### src/design/rpfw_pkg.sv
// ----------------------------------------------------------------------------
// rpfw_pkg
// Shared constants, codes and types of the rotated paged framebuffer pixel
// writer.
// ----------------------------------------------------------------------------
`default_nettype none

package rpfw_pkg;

  localparam int PANEL_WIDTH  = 640;
  localparam int PANEL_HEIGHT = 384;
  localparam int PAGE_BYTES   = 7680;
  localparam int BUFFER_BYTES = 30720;

  localparam int POS_W      = 11;
  localparam int ADDR_W     = 15;
  localparam int BYTE_W     = 8;
  localparam int ROT_W      = 2;
  localparam int PAGE_W     = 3;
  localparam int CFG_IDX_W  = 1;
  localparam int CFG_DATA_W = 3;

  localparam logic [CFG_IDX_W-1:0] REG_ROTATION = 1'b0;
  localparam logic [CFG_IDX_W-1:0] REG_PAGE_SEL = 1'b1;

  localparam logic [ROT_W-1:0] ROT_0   = 2'd0;
  localparam logic [ROT_W-1:0] ROT_90  = 2'd1;
  localparam logic [ROT_W-1:0] ROT_180 = 2'd2;
  localparam logic [ROT_W-1:0] ROT_270 = 2'd3;

  localparam logic [PAGE_W-1:0] PAGE_SEL_RESET = 3'b111;

  localparam int COORD_W = (PANEL_WIDTH > PANEL_HEIGHT) ? $clog2(PANEL_WIDTH)
                                                        : $clog2(PANEL_HEIGHT);
  localparam int LIM_W   = POS_W + 1;
  localparam int IDX_MAX = (PANEL_WIDTH - 1) / 8
                         + ((PANEL_HEIGHT - 1) * PANEL_WIDTH) / 8;
  localparam int IDX_W   = $clog2(IDX_MAX + 1);
  localparam int PROD_W  = $clog2((PANEL_HEIGHT - 1) * PANEL_WIDTH + 1) + 1;
  localparam int PG_W    = $clog2(4 * PAGE_BYTES + 1);
  localparam int CMP_A   = (IDX_W > PG_W) ? IDX_W : PG_W;
  localparam int CMP_W   = ((CMP_A > ADDR_W) ? CMP_A : ADDR_W) + 1;
  localparam int RAM_AW  = $clog2(BUFFER_BYTES);

  localparam int QUEUE_DEPTH = 4;
  localparam int QPTR_W      = $clog2(QUEUE_DEPTH);
  localparam int QCNT_W      = $clog2(QUEUE_DEPTH + 1);

  typedef enum logic [1:0] {
    OP_REJECT,
    OP_WRITE,
    OP_READ
  } op_e;

  typedef struct packed {
    op_e               op;
    logic [ADDR_W-1:0] addr;
    logic [2:0]        bit_sel;
    logic              colour;
  } entry_t;

  typedef struct packed {
    logic [ROT_W-1:0]  rotation;
    logic [PAGE_W-1:0] page_select;
  } cfg_t;

endpackage

`default_nettype wire

### src/design/rpfw_queue.sv
// ----------------------------------------------------------------------------
// rpfw_queue
// Short request queue between the front end and the store back end.
// ----------------------------------------------------------------------------
`default_nettype none

module rpfw_queue import rpfw_pkg::*; (
  input  wire logic              clk_i,
  input  wire logic              rst_ni,
  input  wire logic              push_i,
  input  wire entry_t            push_entry_i,
  input  wire logic              pop_i,
  output entry_t                 head_o,
  output logic [QCNT_W-1:0]      count_o
);

  entry_t             mem_q [QUEUE_DEPTH];
  logic [QPTR_W-1:0]  wr_ptr_q, rd_ptr_q;
  logic [QCNT_W-1:0]  cnt_q;

  always_ff @(posedge clk_i) begin
    if (push_i) begin
      mem_q[wr_ptr_q] <= push_entry_i;
    end
  end

  always_ff @(posedge clk_i or negedge rst_ni) begin
    if (!rst_ni) begin
      wr_ptr_q <= '0;
      rd_ptr_q <= '0;
      cnt_q    <= '0;
    end else begin
      if (push_i) begin
        wr_ptr_q <= wr_ptr_q + QPTR_W'(1);
      end
      if (pop_i) begin
        rd_ptr_q <= rd_ptr_q + QPTR_W'(1);
      end
      cnt_q <= cnt_q + QCNT_W'(push_i) - QCNT_W'(pop_i);
    end
  end

  assign head_o  = mem_q[rd_ptr_q];
  assign count_o = cnt_q;

endmodule

`default_nettype wire

### config.mk
export PLATFORM = sky130hd
export DESIGN_NAME = rpfw_queue
export DESIGN_NICKNAME = d
export VERILOG_FILES = /design/src/design/rpfw_pkg.sv /design/src/design/rpfw_queue.sv
export SDC_FILE = /design/constraint.sdc
export NUM_CORES = 1
export LEC_CHECK = 0
export ABC_AREA = 1
export ABC_CLOCK_PERIOD_IN_PS = 1600
export BUFFER_PORTS_ARGS = -buffer_cell sky130_fd_sc_hd__buf_2
export CAP_MARGIN = 20
export CORE_MARGIN = 8
export CORE_UTILIZATION = 52
export DETAILED_ROUTE_END_ITERATION = 7
export PLACE_DENSITY = 0.81
export SKIP_CTS_REPAIR_TIMING = 1
export SYNTH_ARGS = -nofsm -noshare
export SYNTH_HDL_FRONTEND = slang
export SYNTH_SLANG_ARGS = --single-unit
### constraint.sdc
create_clock -name clk_i -period 1.6 [get_ports clk_i]
set_input_delay 0.08 -clock clk_i [delete_from_list [all_inputs] [get_ports clk_i]]
set_output_delay 0.08 -clock clk_i [all_outputs]
set_load 0.02 [all_outputs]
==> results.sh <==
export IMPL_relSlewSlack_pct=82.17
export IMPL_area_growth_pct=20.87
export IMPL_dp_slack_ps=40.51
export IMPL_grt_pass1_vias=2502
export IMPL_synth_top_flop_cell="edfxtp_1"
export IMPL_drc=0
export IMPL_cp_max_fo=2
export IMPL_grt_max_degree=43
export IMPL_wl_met1_um=3052
export IMPL_ios=49
export IMPL_die_x_um=103.9
export IMPL_core_area_sq_mm=0.007607
export IMPL_leakage_nw=2.287
export IMPL_synth_largest_area_cell="edfxtp_1"
export IMPL_worst_setup_path_start_kind="flop"
export IMPL_tightest_slew_ps=267.5
export IMPL_slew_viol_final=0
export IMPL_min_path_type="in2reg"
export IMPL_netlist_area_sq_mm=0.004016
export IMPL_n_antenna_cell=0
export IMPL_drt_iter0_markers=149
export IMPL_ys_ff_latch=91
export IMPL_yosysSeqAreaShare_pct=67.17
export IMPL_setup_viol=0
export IMPL_hpwlAfterDp_um=4682
export IMPL_finalPower_mw=8.311
export IMPL_p_per_area_mw_per_mm2=1712
export IMPL_wl_met2_um=3987
export IMPL_core_rowCount=32
export IMPL_htree_levels=3
export IMPL_ir_drop_mv=0.9384
export IMPL_status="complete, no violations"
export IMPL_antenna_found_initial=0
export IMPL_gp_congestion=0.7346
export IMPL_synth_commonest_cells="inv_1 (97), nand2_1 (96), edfxtp_1 (84)"
export IMPL_clk_pin_slew_worst_paths_ps=80
export IMPL_avgSynthCellArea_sq_um=10.77
export IMPL_synth_edf_count=84
export IMPL_holdWs_ps=52.08
export IMPL_cp_end_kind="flop"
export IMPL_hold_violations=0
export IMPL_route_met3_wl_um=450
export IMPL_yosys_warnings=0
export IMPL_wl_per_cell_um=13.65
export IMPL_root_buffer="clkbuf_8"
export IMPL_rsz0062_at_grt="true"
export IMPL_cts_buffers=9
export IMPL_top_layer_used="met4"
export IMPL_yosys_top_cells_area="edfxtp_1 (63%), inv_1 (9.1%), nand2_1 (9.0%)"
export IMPL_dieArea_sq_mm=0.01079
export IMPL_cts_tree="yes"
export IMPL_tns_ps=0
export IMPL_initial_core_util_pct=52.80
export IMPL_nNetsFinal=485
export IMPL_finalWirelength_um=7631
export IMPL_synthArstFlopShare_pct=7.692
export IMPL_fin_worst_skew_ps=9.681
export IMPL_io_buffers=48
export IMPL_drive_gt1_share_pct=23.19
export IMPL_ys_types=16
export IMPL_groute_usage_overall_pct=13.58
export IMPL_cts_buffer_depth=2
export IMPL_avgViaCountPerCell=4.673
export IMPL_die_y_um=103.9
export IMPL_synthCells=373
export IMPL_num_vias=2612
export IMPL_clock_latency_ps=360
export IMPL_layout_setup_ws_ps=33.92
export IMPL_syn_nets=405
export IMPL_ant_nets=0
export IMPL_fmax_mhz=638.5
export IMPL_grt_pass1_wl_um=11560
export IMPL_critPathKind="reg2reg"
export IMPL_finalCritPeriodShare_pct=97.88
export IMPL_yosysMostFrequentCell="inv_1"
export IMPL_cap_violations=0
export IMPL_finalCriticalPeriod_ps=1566
export IMPL_worstPathRequired_ps=1890
export IMPL_worstPathArrival_ps=1850
export IMPL_clock_sinks=91
export IMPL_drt_pass1_iterations=4
export IMPL_synth_top_area_share_pct=62.80
export IMPL_grt_ovfl_total=0
metal layers:
layer  global-route usage, %  vias to the layer above
met5                       0                        -
met4                   6.515                        0
met3                   4.151                       12
met2                   23.28                       90
met1                   15.07                     1204
li1                        -                     1306
path summary, 6_finish.rpt:
kind | from | to | slack (ps) | cells after the start
worst max register to register | count_o[0]$_DFF_PN0_ | count_o[2]$_DFF_PN0_ | 30 | 10
max in group asynchronous | rst_ni | rd_ptr_q[0]$_DFFE_PN0P_ | 1340 | 2
worst min-delay path | push_i | wr_ptr_q[0]$_DFFE_PN0P_ | 50 | 2
min in group asynchronous | rst_ni | rd_ptr_q[1]$_DFFE_PN0P_ | 80 | 2
worst min register to register | wr_ptr_q[0]$_DFFE_PN0P_ | wr_ptr_q[0]$_DFFE_PN0P_ | 540 | 1
worst max-delay path | count_o[0]$_DFF_PN0_ | count_o[2]$_DFF_PN0_ | 30 | 10
sequential cells by signal (all words and copies together), names as in the netlist:
register and flops:
wr_ptr_q 2, mem_q 84, count_o 3, rd_ptr_q 2
layout make-up:
cell class,count,area (sq um)
inverter,98,394.1
timing repair buffer,82,590.6
fill,540,2753
multi-input combinational,170,859.6
clock inverter,6,50.05
timing repair inverter,1,8.758
tap,102,127.6
clock buffer,9,123.9
sequential,91,2700
through the flow:
stage / utilization (%) / instance area [sq um] / instances
finish: 63.82 / 4855 / 559
global route: 63.82 / 4855 / 559
CTS: 59.98 / 4563 / 535
detailed placement: 57.70 / 4389 / 520
global placement: 57.70 / 4389 / 520
floorplan: - / 4020 / 373
report_power, final:
group          leakage [nW]  switching [mW]  internal [mW]
sequential            0.852           0.180           3.14
clock                0.0823           0.779          0.570
combinational          1.35            2.38           1.27
total                  2.29            3.34           4.97
cells by family (layout without fill, tap and decap cells):
| family | after synthesis | in the layout | synth area share [%] |
|---|---|---|---|
| AND/OR/NAND/NOR | 159 | 159 | 17.45 |
| adder cells (fa/ha/maj) | 7 | 7 | 2.368 |
| buffers and inverters | 112 | 196 | 12.24 |
| flip-flops | 91 | 91 | 67.17 |
| AO/OA/AOI/OAI | 1 | 1 | 0.1245 |
| XOR/XNOR | 3 | 3 | 0.6543 |
critical path, cell delays in order, from the launching register on:
cell     delay [ps]
dfrtp_2         370
inv_2            40
ha_4            250
inv_2            40
ha_4            150
fa_2            370
inv_2            60
nand2_2          40
nand2_1          60
nand2_1          50
nand2_1          70
placed cells by master (no fill, tap or decap):
cell            n
ha_1            4
o21ai_1         1
nand2_2        22
clkinvlp_4      2
nand3_1        43
bufinv_16       1
clkinv_4        2
dfrtp_1         5
xor2_1          3
edfxtp_1       84
inv_1          94
ha_4            2
buf_2          48
buf_4           8
dfrtp_2         2
nand2_1        94
fa_2            1
inv_6           3
clkbuf_8        9
inv_2           3
buf_12          3
dlygate4sd3_1  23
Note: power is estimated with default switching activity, not from simulation.
