**config.mk**
```make
export PLATFORM = sky130hd
export DESIGN_NAME = rpfw_front
export DESIGN_NICKNAME = d
export VERILOG_FILES = /design/src/design/rpfw_pkg.sv /design/src/design/rpfw_front.sv
export SDC_FILE = /design/constraint.sdc
export NUM_CORES = 1
export LEC_CHECK = 0
export BUFFER_PORTS_ARGS = -buffer_cell sky130_fd_sc_hd__clkbuf_2
export CORE_MARGIN = 2
export CORE_UTILIZATION = 35
export DETAILED_ROUTE_END_ITERATION = 8
export PLACE_DENSITY = 0.52
export SETUP_SLACK_MARGIN = 0.3
export SYNTH_ARGS = -nofsm -noshare
export SYNTH_HDL_FRONTEND = slang
export SYNTH_SLANG_ARGS = --single-unit
```
**constraint.sdc**
```tcl
create_clock -name clk_i -period 5 [get_ports clk_i]
set_clock_uncertainty 0.05 [all_clocks]
set_input_delay 0.5 -clock clk_i [delete_from_list [all_inputs] [get_ports clk_i]]
set_output_delay 0.5 -clock clk_i [all_outputs]
set_load 0.1 [all_outputs]
```
**src/design/rpfw_pkg.sv**
```systemverilog
// ----------------------------------------------------------------------------
// rpfw_pkg
// Shared constants, codes and types of the rotated paged framebuffer pixel
// writer.
// ----------------------------------------------------------------------------
`default_nettype none

package rpfw_pkg;

  localparam int PANEL_WIDTH  = 640;
  localparam int PANEL_HEIGHT = 384;
  localparam int PAGE_BYTES   = 7680;
  localparam int BUFFER_BYTES = 30720;

  localparam int POS_W      = 11;
  localparam int ADDR_W     = 15;
  localparam int BYTE_W     = 8;
  localparam int ROT_W      = 2;
  localparam int PAGE_W     = 3;
  localparam int CFG_IDX_W  = 1;
  localparam int CFG_DATA_W = 3;

  localparam logic [CFG_IDX_W-1:0] REG_ROTATION = 1'b0;
  localparam logic [CFG_IDX_W-1:0] REG_PAGE_SEL = 1'b1;

  localparam logic [ROT_W-1:0] ROT_0   = 2'd0;
  localparam logic [ROT_W-1:0] ROT_90  = 2'd1;
  localparam logic [ROT_W-1:0] ROT_180 = 2'd2;
  localparam logic [ROT_W-1:0] ROT_270 = 2'd3;

  localparam logic [PAGE_W-1:0] PAGE_SEL_RESET = 3'b111;

  localparam int COORD_W = (PANEL_WIDTH > PANEL_HEIGHT) ? $clog2(PANEL_WIDTH)
                                                        : $clog2(PANEL_HEIGHT);
  localparam int LIM_W   = POS_W + 1;
  localparam int IDX_MAX = (PANEL_WIDTH - 1) / 8
                         + ((PANEL_HEIGHT - 1) * PANEL_WIDTH) / 8;
  localparam int IDX_W   = $clog2(IDX_MAX + 1);
  localparam int PROD_W  = $clog2((PANEL_HEIGHT - 1) * PANEL_WIDTH + 1) + 1;
  localparam int PG_W    = $clog2(4 * PAGE_BYTES + 1);
  localparam int CMP_A   = (IDX_W > PG_W) ? IDX_W : PG_W;
  localparam int CMP_W   = ((CMP_A > ADDR_W) ? CMP_A : ADDR_W) + 1;
  localparam int RAM_AW  = $clog2(BUFFER_BYTES);

  localparam int QUEUE_DEPTH = 4;
  localparam int QPTR_W      = $clog2(QUEUE_DEPTH);
  localparam int QCNT_W      = $clog2(QUEUE_DEPTH + 1);

  typedef enum logic [1:0] {
    OP_REJECT,
    OP_WRITE,
    OP_READ
  } op_e;

  typedef struct packed {
    op_e               op;
    logic [ADDR_W-1:0] addr;
    logic [2:0]        bit_sel;
    logic              colour;
  } entry_t;

  typedef struct packed {
    logic [ROT_W-1:0]  rotation;
    logic [PAGE_W-1:0] page_select;
  } cfg_t;

endpackage

`default_nettype wire

```
**src/design/rpfw_front.sv**
```systemverilog
// ----------------------------------------------------------------------------
// rpfw_front
// Two-stage front end: bounds check, rotation and row offset, then byte
// index, page window check and request classification.
// ----------------------------------------------------------------------------
`default_nettype none

module rpfw_front import rpfw_pkg::*; (
  input  wire logic                    clk_i,
  input  wire logic                    rst_ni,
  input  wire logic                    take_i,
  input  wire logic                    kind_i,
  input  wire logic signed [POS_W-1:0] pos_x_i,
  input  wire logic signed [POS_W-1:0] pos_y_i,
  input  wire logic                    colour_nonzero_i,
  input  wire logic [ADDR_W-1:0]       read_address_i,
  input  wire cfg_t                    cfg_i,
  output logic                         push_o,
  output entry_t                       push_entry_o,
  output logic [1:0]                   inflight_o
);

  logic [LIM_W-1:0]   x_ext, y_ext, lw, lh;
  logic               inb_d;
  logic [LIM_W-1:0]   px_full, py_full;
  logic [PROD_W-1:0]  prod;

  logic               a_v_q, a_kind_q, a_inb_q, a_colour_q;
  logic [COORD_W-1:0] a_px_q;
  logic [IDX_W-1:0]   a_row_q;
  logic [ADDR_W-1:0]  a_raddr_q;

  logic [CMP_W-1:0]   idx, lo, hi, rel;
  logic               paged, ok;
  entry_t             b_d;
  logic               b_v_q;
  entry_t             b_q;

  always_comb begin
    x_ext   = LIM_W'($unsigned(pos_x_i));
    y_ext   = LIM_W'($unsigned(pos_y_i));
    lw      = cfg_i.rotation[0] ? LIM_W'(PANEL_HEIGHT) : LIM_W'(PANEL_WIDTH);
    lh      = cfg_i.rotation[0] ? LIM_W'(PANEL_WIDTH) : LIM_W'(PANEL_HEIGHT);
    inb_d   = !pos_x_i[POS_W-1] && !pos_y_i[POS_W-1] && (x_ext < lw) && (y_ext < lh);
    case (cfg_i.rotation)
      ROT_90: begin
        px_full = LIM_W'(PANEL_WIDTH - 1) - y_ext;
        py_full = x_ext;
      end
      ROT_180: begin
        px_full = LIM_W'(PANEL_WIDTH - 1) - x_ext;
        py_full = LIM_W'(PANEL_HEIGHT - 1) - y_ext;
      end
      ROT_270: begin
        px_full = y_ext;
        py_full = LIM_W'(PANEL_HEIGHT - 1) - x_ext;
      end
      default: begin
        px_full = x_ext;
        py_full = y_ext;
      end
    endcase
    prod = PROD_W'(py_full[COORD_W-1:0]) * PROD_W'(PANEL_WIDTH);
  end

  always_ff @(posedge clk_i or negedge rst_ni) begin
    if (!rst_ni) begin
      a_v_q <= 1'b0;
    end else begin
      a_v_q <= take_i;
    end
  end

  always_ff @(posedge clk_i) begin
    a_kind_q   <= kind_i;
    a_inb_q    <= inb_d;
    a_colour_q <= colour_nonzero_i;
    a_px_q     <= px_full[COORD_W-1:0];
    a_row_q    <= IDX_W'(prod >> 3);
    a_raddr_q  <= read_address_i;
  end

  always_comb begin
    idx   = CMP_W'(a_px_q >> 3) + CMP_W'(a_row_q);
    paged = !cfg_i.page_select[PAGE_W-1] && (cfg_i.page_select[PAGE_W-2:0] != '0);
    lo    = CMP_W'(PAGE_BYTES) * CMP_W'(cfg_i.page_select[PAGE_W-2:0]);
    hi    = lo + CMP_W'(PAGE_BYTES);
    rel   = paged ? (idx - lo) : idx;
    ok    = a_inb_q && !(paged && ((idx < lo) || (idx >= hi)))
            && (rel < CMP_W'(BUFFER_BYTES));
    b_d.bit_sel = a_px_q[2:0];
    b_d.colour  = a_colour_q;
    if (a_kind_q) begin
      b_d.addr = a_raddr_q;
      b_d.op   = (CMP_W'(a_raddr_q) < CMP_W'(BUFFER_BYTES)) ? OP_READ : OP_REJECT;
    end else begin
      b_d.addr = ok ? ADDR_W'(rel) : '0;
      b_d.op   = ok ? OP_WRITE : OP_REJECT;
    end
  end

  always_ff @(posedge clk_i or negedge rst_ni) begin
    if (!rst_ni) begin
      b_v_q <= 1'b0;
    end else begin
      b_v_q <= a_v_q;
    end
  end

  always_ff @(posedge clk_i) begin
    b_q <= b_d;
  end

  assign push_o       = b_v_q;
  assign push_entry_o = b_q;
  assign inflight_o   = 2'(a_v_q) + 2'(b_v_q);

endmodule

`default_nettype wire

```
==> qor.txt <==
Mapped Cells - 348
Pins Over Slew Limit - 0
Total Nets Final - 511
Unrepaired setup endpoints after global routing - false
Setup repair bufs after CTS - 0
Number of synthesized flops with an enable pin - 0
Final Hold Fails - 0
Kind of launch point of the worst setup path - register
Hold Path Origin - read_address_i[0]
Placement row count - 36
Area enclosed by the die boundary - 10610 um2
# H-tree levels - 3
Total Wirelength - 7.141 mm
Cell count along the critical path - 15
Floorplan Core Area - 9639 um2
Share of power burned in the clock network - 20.0%
Resized cells post-CTS - 0
DR iter-0 viols - 73
Reg-to-reg endpoint - push_entry_o[14]
Crit path DAT - 4.30 ns
Post-synth design cell area - 3431 um2
Die extent in x - 103.0 um
Worst path bufs/invs - 1
Worst-path cell chain - ha_1, inv_1, fa_1, nor2b_1, or2_2, nand4_1, xnor2_1, ha_1, and4b_1, nand3_1, a211oi_1, a2111oi_0, o31a_1, o211ai_2, o41ai_2
Run status - finished clean
Crit-path max FO - 16
Fraction of layout instances using a drive strength above 1 - 23.35%
Switching power total - 759.6 uW
Root buf cell - sky130_fd_sc_hd__clkbuf_8
Clock sink total - 62
Slew @ Worst Pin - 0.6477 ns
First-pass GRT wire length - 11.30 mm
Fraction of synthesis flops using an asynchronous set or reset pin - 3.226%
Overall via count from detail_route - 2622
Slowest stage cell on the critical path - sky130_fd_sc_hd__xnor2_1
Design internal power - 1.085 mW
Stage delay of the slowest cell on the critical path - 0.43 ns
Gr ovfl total - 0
Final setup vio count - 0
Required time of the worst setup path - 5.18 ns
Clock transition at the register clock pins on the worst setup and hold paths after CTS - 0.06 ns
Post-route setup TNS - 0 ns
Wire per inst - 12.82 um
RePlAce Congestion - 0.8610
Most used cell, CP - sky130_fd_sc_hd__ha_1
Clock buffer count from CTS - 9
Area growth from synthesis to layout - 18.93%
Tmin final - 4.120 ns
Crit path kind - register to register
Number of iterations in the first detailed-routing pass - 4
Latest clock arrival within the worst-skew pair - 0.33 ns
Top Ports - 71
Fmax - 242.7 MHz
Switching Fraction - 41.17%
Worst Hold Class - input pin to register
Die extent in y - 103.0 um
Via density - 4.707
Fraction of power consumed by sequential logic - 34.2%
Maximum number of pins on one net before global-route repair - 24
Number of register bits inferred by synthesis - 62
VDD IR-drop max - 165.5 uV
Synth unique cells - 58
Initial Util - 35.59%
Gate family responsible for the most delay along the worst path - compound AO/OA/AOI/OAI gates
Number of warnings reported in the yosys synthesis log - 0
CP Capture Type - register
Initial antenna violation count - 0
Slew HR - 56.69%
Dominant synthesized flop cell - sky130_fd_sc_hd__dfxtp_1
Max Cap Viol - 0
Overall power of the completed layout - 1.845 mW
TritonCTS clock tree - built
Part of the power in combinational logic - 45.7%
Max Root-Sink Buffers - 2
Leak Pwr - 1.868 nW
Post-Synthesis Net Count - 439
Highest-count cells in the layout ignoring fill and taps - sky130_fd_sc_hd__clkbuf_2, sky130_fd_sc_hd__dfxtp_1, sky130_fd_sc_hd__ha_1
Post-route DRC violation count - 0
Average cell area after synthesis - 9.859 um2
Half-perimeter wire length after detailed placement - 5.744 mm
Count of nets left with antenna violations after detail routing - 0
Number of instances on the worst hold path - 1
Endpoint of the worst hold-timing path - a_raddr_q[0]
Power per Cell Area - 452.2 nW/um2
Leading cell type in the layout, fill and taps excluded - sky130_fd_sc_hd__clkbuf_2
Fraction of the core area covered by cells at the end of the flow - 42.33%
Path depth of the worst reg2reg path - 15
Launching point of the worst reg2reg path - a_px_q[7]
Fill count - 985
Final period util - 82.40%
Antenna fix cells - 0
Count of input and output buffers - 70
GRT Resource Usage Total - 13.84%
Sequential element share of the synthesized area - 36.47%
Hold Slack - 0.2143 ns
Vias in the first global route - 2503
Slack of the worst reg-to-reg path - 0.88 ns
==> worst max path at each step <==
| stage | start | endpoint | slack, ns |
|---|---|---|---|
| detailed placement | a_px_q[7] | push_entry_o[14] | 0.84 |
| global placement | a_px_q[7] | push_entry_o[14] | 0.99 |
| global route | a_px_q[7] | push_entry_o[14] | 0.50 |
| CTS | a_px_q[7] | push_entry_o[14] | 0.82 |
| finish | a_px_q[7] | push_entry_o[14] | 0.88 |
| floorplan | a_px_q[9] | push_entry_o[14] | 1.44 |
==> logic make-up after synthesis <==
kind of cell | after synthesis | synth area share, %
buffers and inverters | 28 | 3.318
adders and majority gates | 44 | 16.70
DFF | 62 | 36.47
xor gates and xnor gates | 37 | 9.446
AOI/OAI and AO/OA | 81 | 17.29
muxes | 15 | 4.559
and+or+nand+nor | 81 | 12.22
==> state kept, by name (all words and copies together) (netlist names) <==
name / flops
a_colour_q: 1
a_inb_q: 1
a_kind_q: 1
a_px_q: 10
a_raddr_q: 15
a_row_q: 11
a_v_q: 1
push_entry_o: 21
push_o: 1
==> power groups by stage <==
stage | sequential, mW | clock [mW] | combinational, mW
final | 0.632 | 0.369 | 0.844
after global routing | 0.644 | 0.403 | 0.934
after detailed placement | 0.644 | 0 | 0.842
after floorplan | 0.734 | 0 | 0.574
after CTS | 0.633 | 0.383 | 0.849
after global placement | 0.645 | 0 | 0.838
==> metrics by stage <==
stage | area, um2 | instances | worst slack, ns
final | 4080 | 557 | 0.8798
after CTS | 4080 | 557 | 0.8216
after global placement | 3901 | 541 | 0.9881
after global routing | 4080 | 557 | 0.5050
after floorplan | 3431 | 348 | 1.442
after detailed placement | 3901 | 541 | 0.8357
==> worst register-to-register path, cell delays in order (launching register included) <==
cell	delay [ns]
sky130_fd_sc_hd__dfxtp_1	0.31
sky130_fd_sc_hd__ha_1	0.20
sky130_fd_sc_hd__inv_1	0.07
sky130_fd_sc_hd__fa_1	0.39
sky130_fd_sc_hd__nor2b_1	0.27
sky130_fd_sc_hd__or2_2	0.19
sky130_fd_sc_hd__nand4_1	0.11
sky130_fd_sc_hd__xnor2_1	0.43
sky130_fd_sc_hd__ha_1	0.33
sky130_fd_sc_hd__and4b_1	0.19
sky130_fd_sc_hd__nand3_1	0.09
sky130_fd_sc_hd__a211oi_1	0.06
sky130_fd_sc_hd__a2111oi_0	0.43
sky130_fd_sc_hd__o31a_1	0.19
sky130_fd_sc_hd__o211ai_2	0.27
sky130_fd_sc_hd__o41ai_2	0.43
==> cell usage after synthesis, drive strengths merged (3+ instances only) <==
cell     instances  area share (%)
xnor2           27             6.9
fa               3             1.8
o31ai            5             1.1
mux2             5             1.6
mux2i           10             2.9
a21oi           23             3.7
nand2           26             2.8
a21o             7             1.5
a31oi            3            0.98
nor3             4            0.58
nand3            6             1.2
nand2b           6             1.1
ha              41              15
nor2            21             2.5
clkbuf           5            0.55
buf              5            0.80
o21bai           3            0.66
inv             17             1.9
xor2            10             2.6
and2             4            0.73
o21ai           18             2.6
nor2b            4            0.73
a2111oi          3             1.3
dfxtp           60              35
a211oi           5             1.5
==> layer usage <==
metal  vias up  routed length [um]  global-route usage (%)
met2        59                3321                   23.53
met5         -                   0                       0
li1       1367                   -                       -
met4         0                 147                   5.263
met3        11                 326                   3.932
met1      1185                3344                   16.58
==> repair_timing <==
action                                  CTS  global route
hold buffers                              1             0
hold endpoints to repair                  2             0
endpoints found under the setup margin    0             0
==> cell type report <==
type | instances | area, um2 | share of cell area [%]
multi-input cells | 258 | 2066 | 50.63
repair buffers | 71 | 360.3 | 8.832
flip-flops and latches | 62 | 1251 | 30.67
inverters | 18 | 67.56 | 1.656
clock buffers | 13 | 158.9 | 3.895
clock inverters | 2 | 10.01 | 0.2453
well taps | 133 | 166.4 | 4.079
No activity file was read; power rests on OpenSTA's default activity.
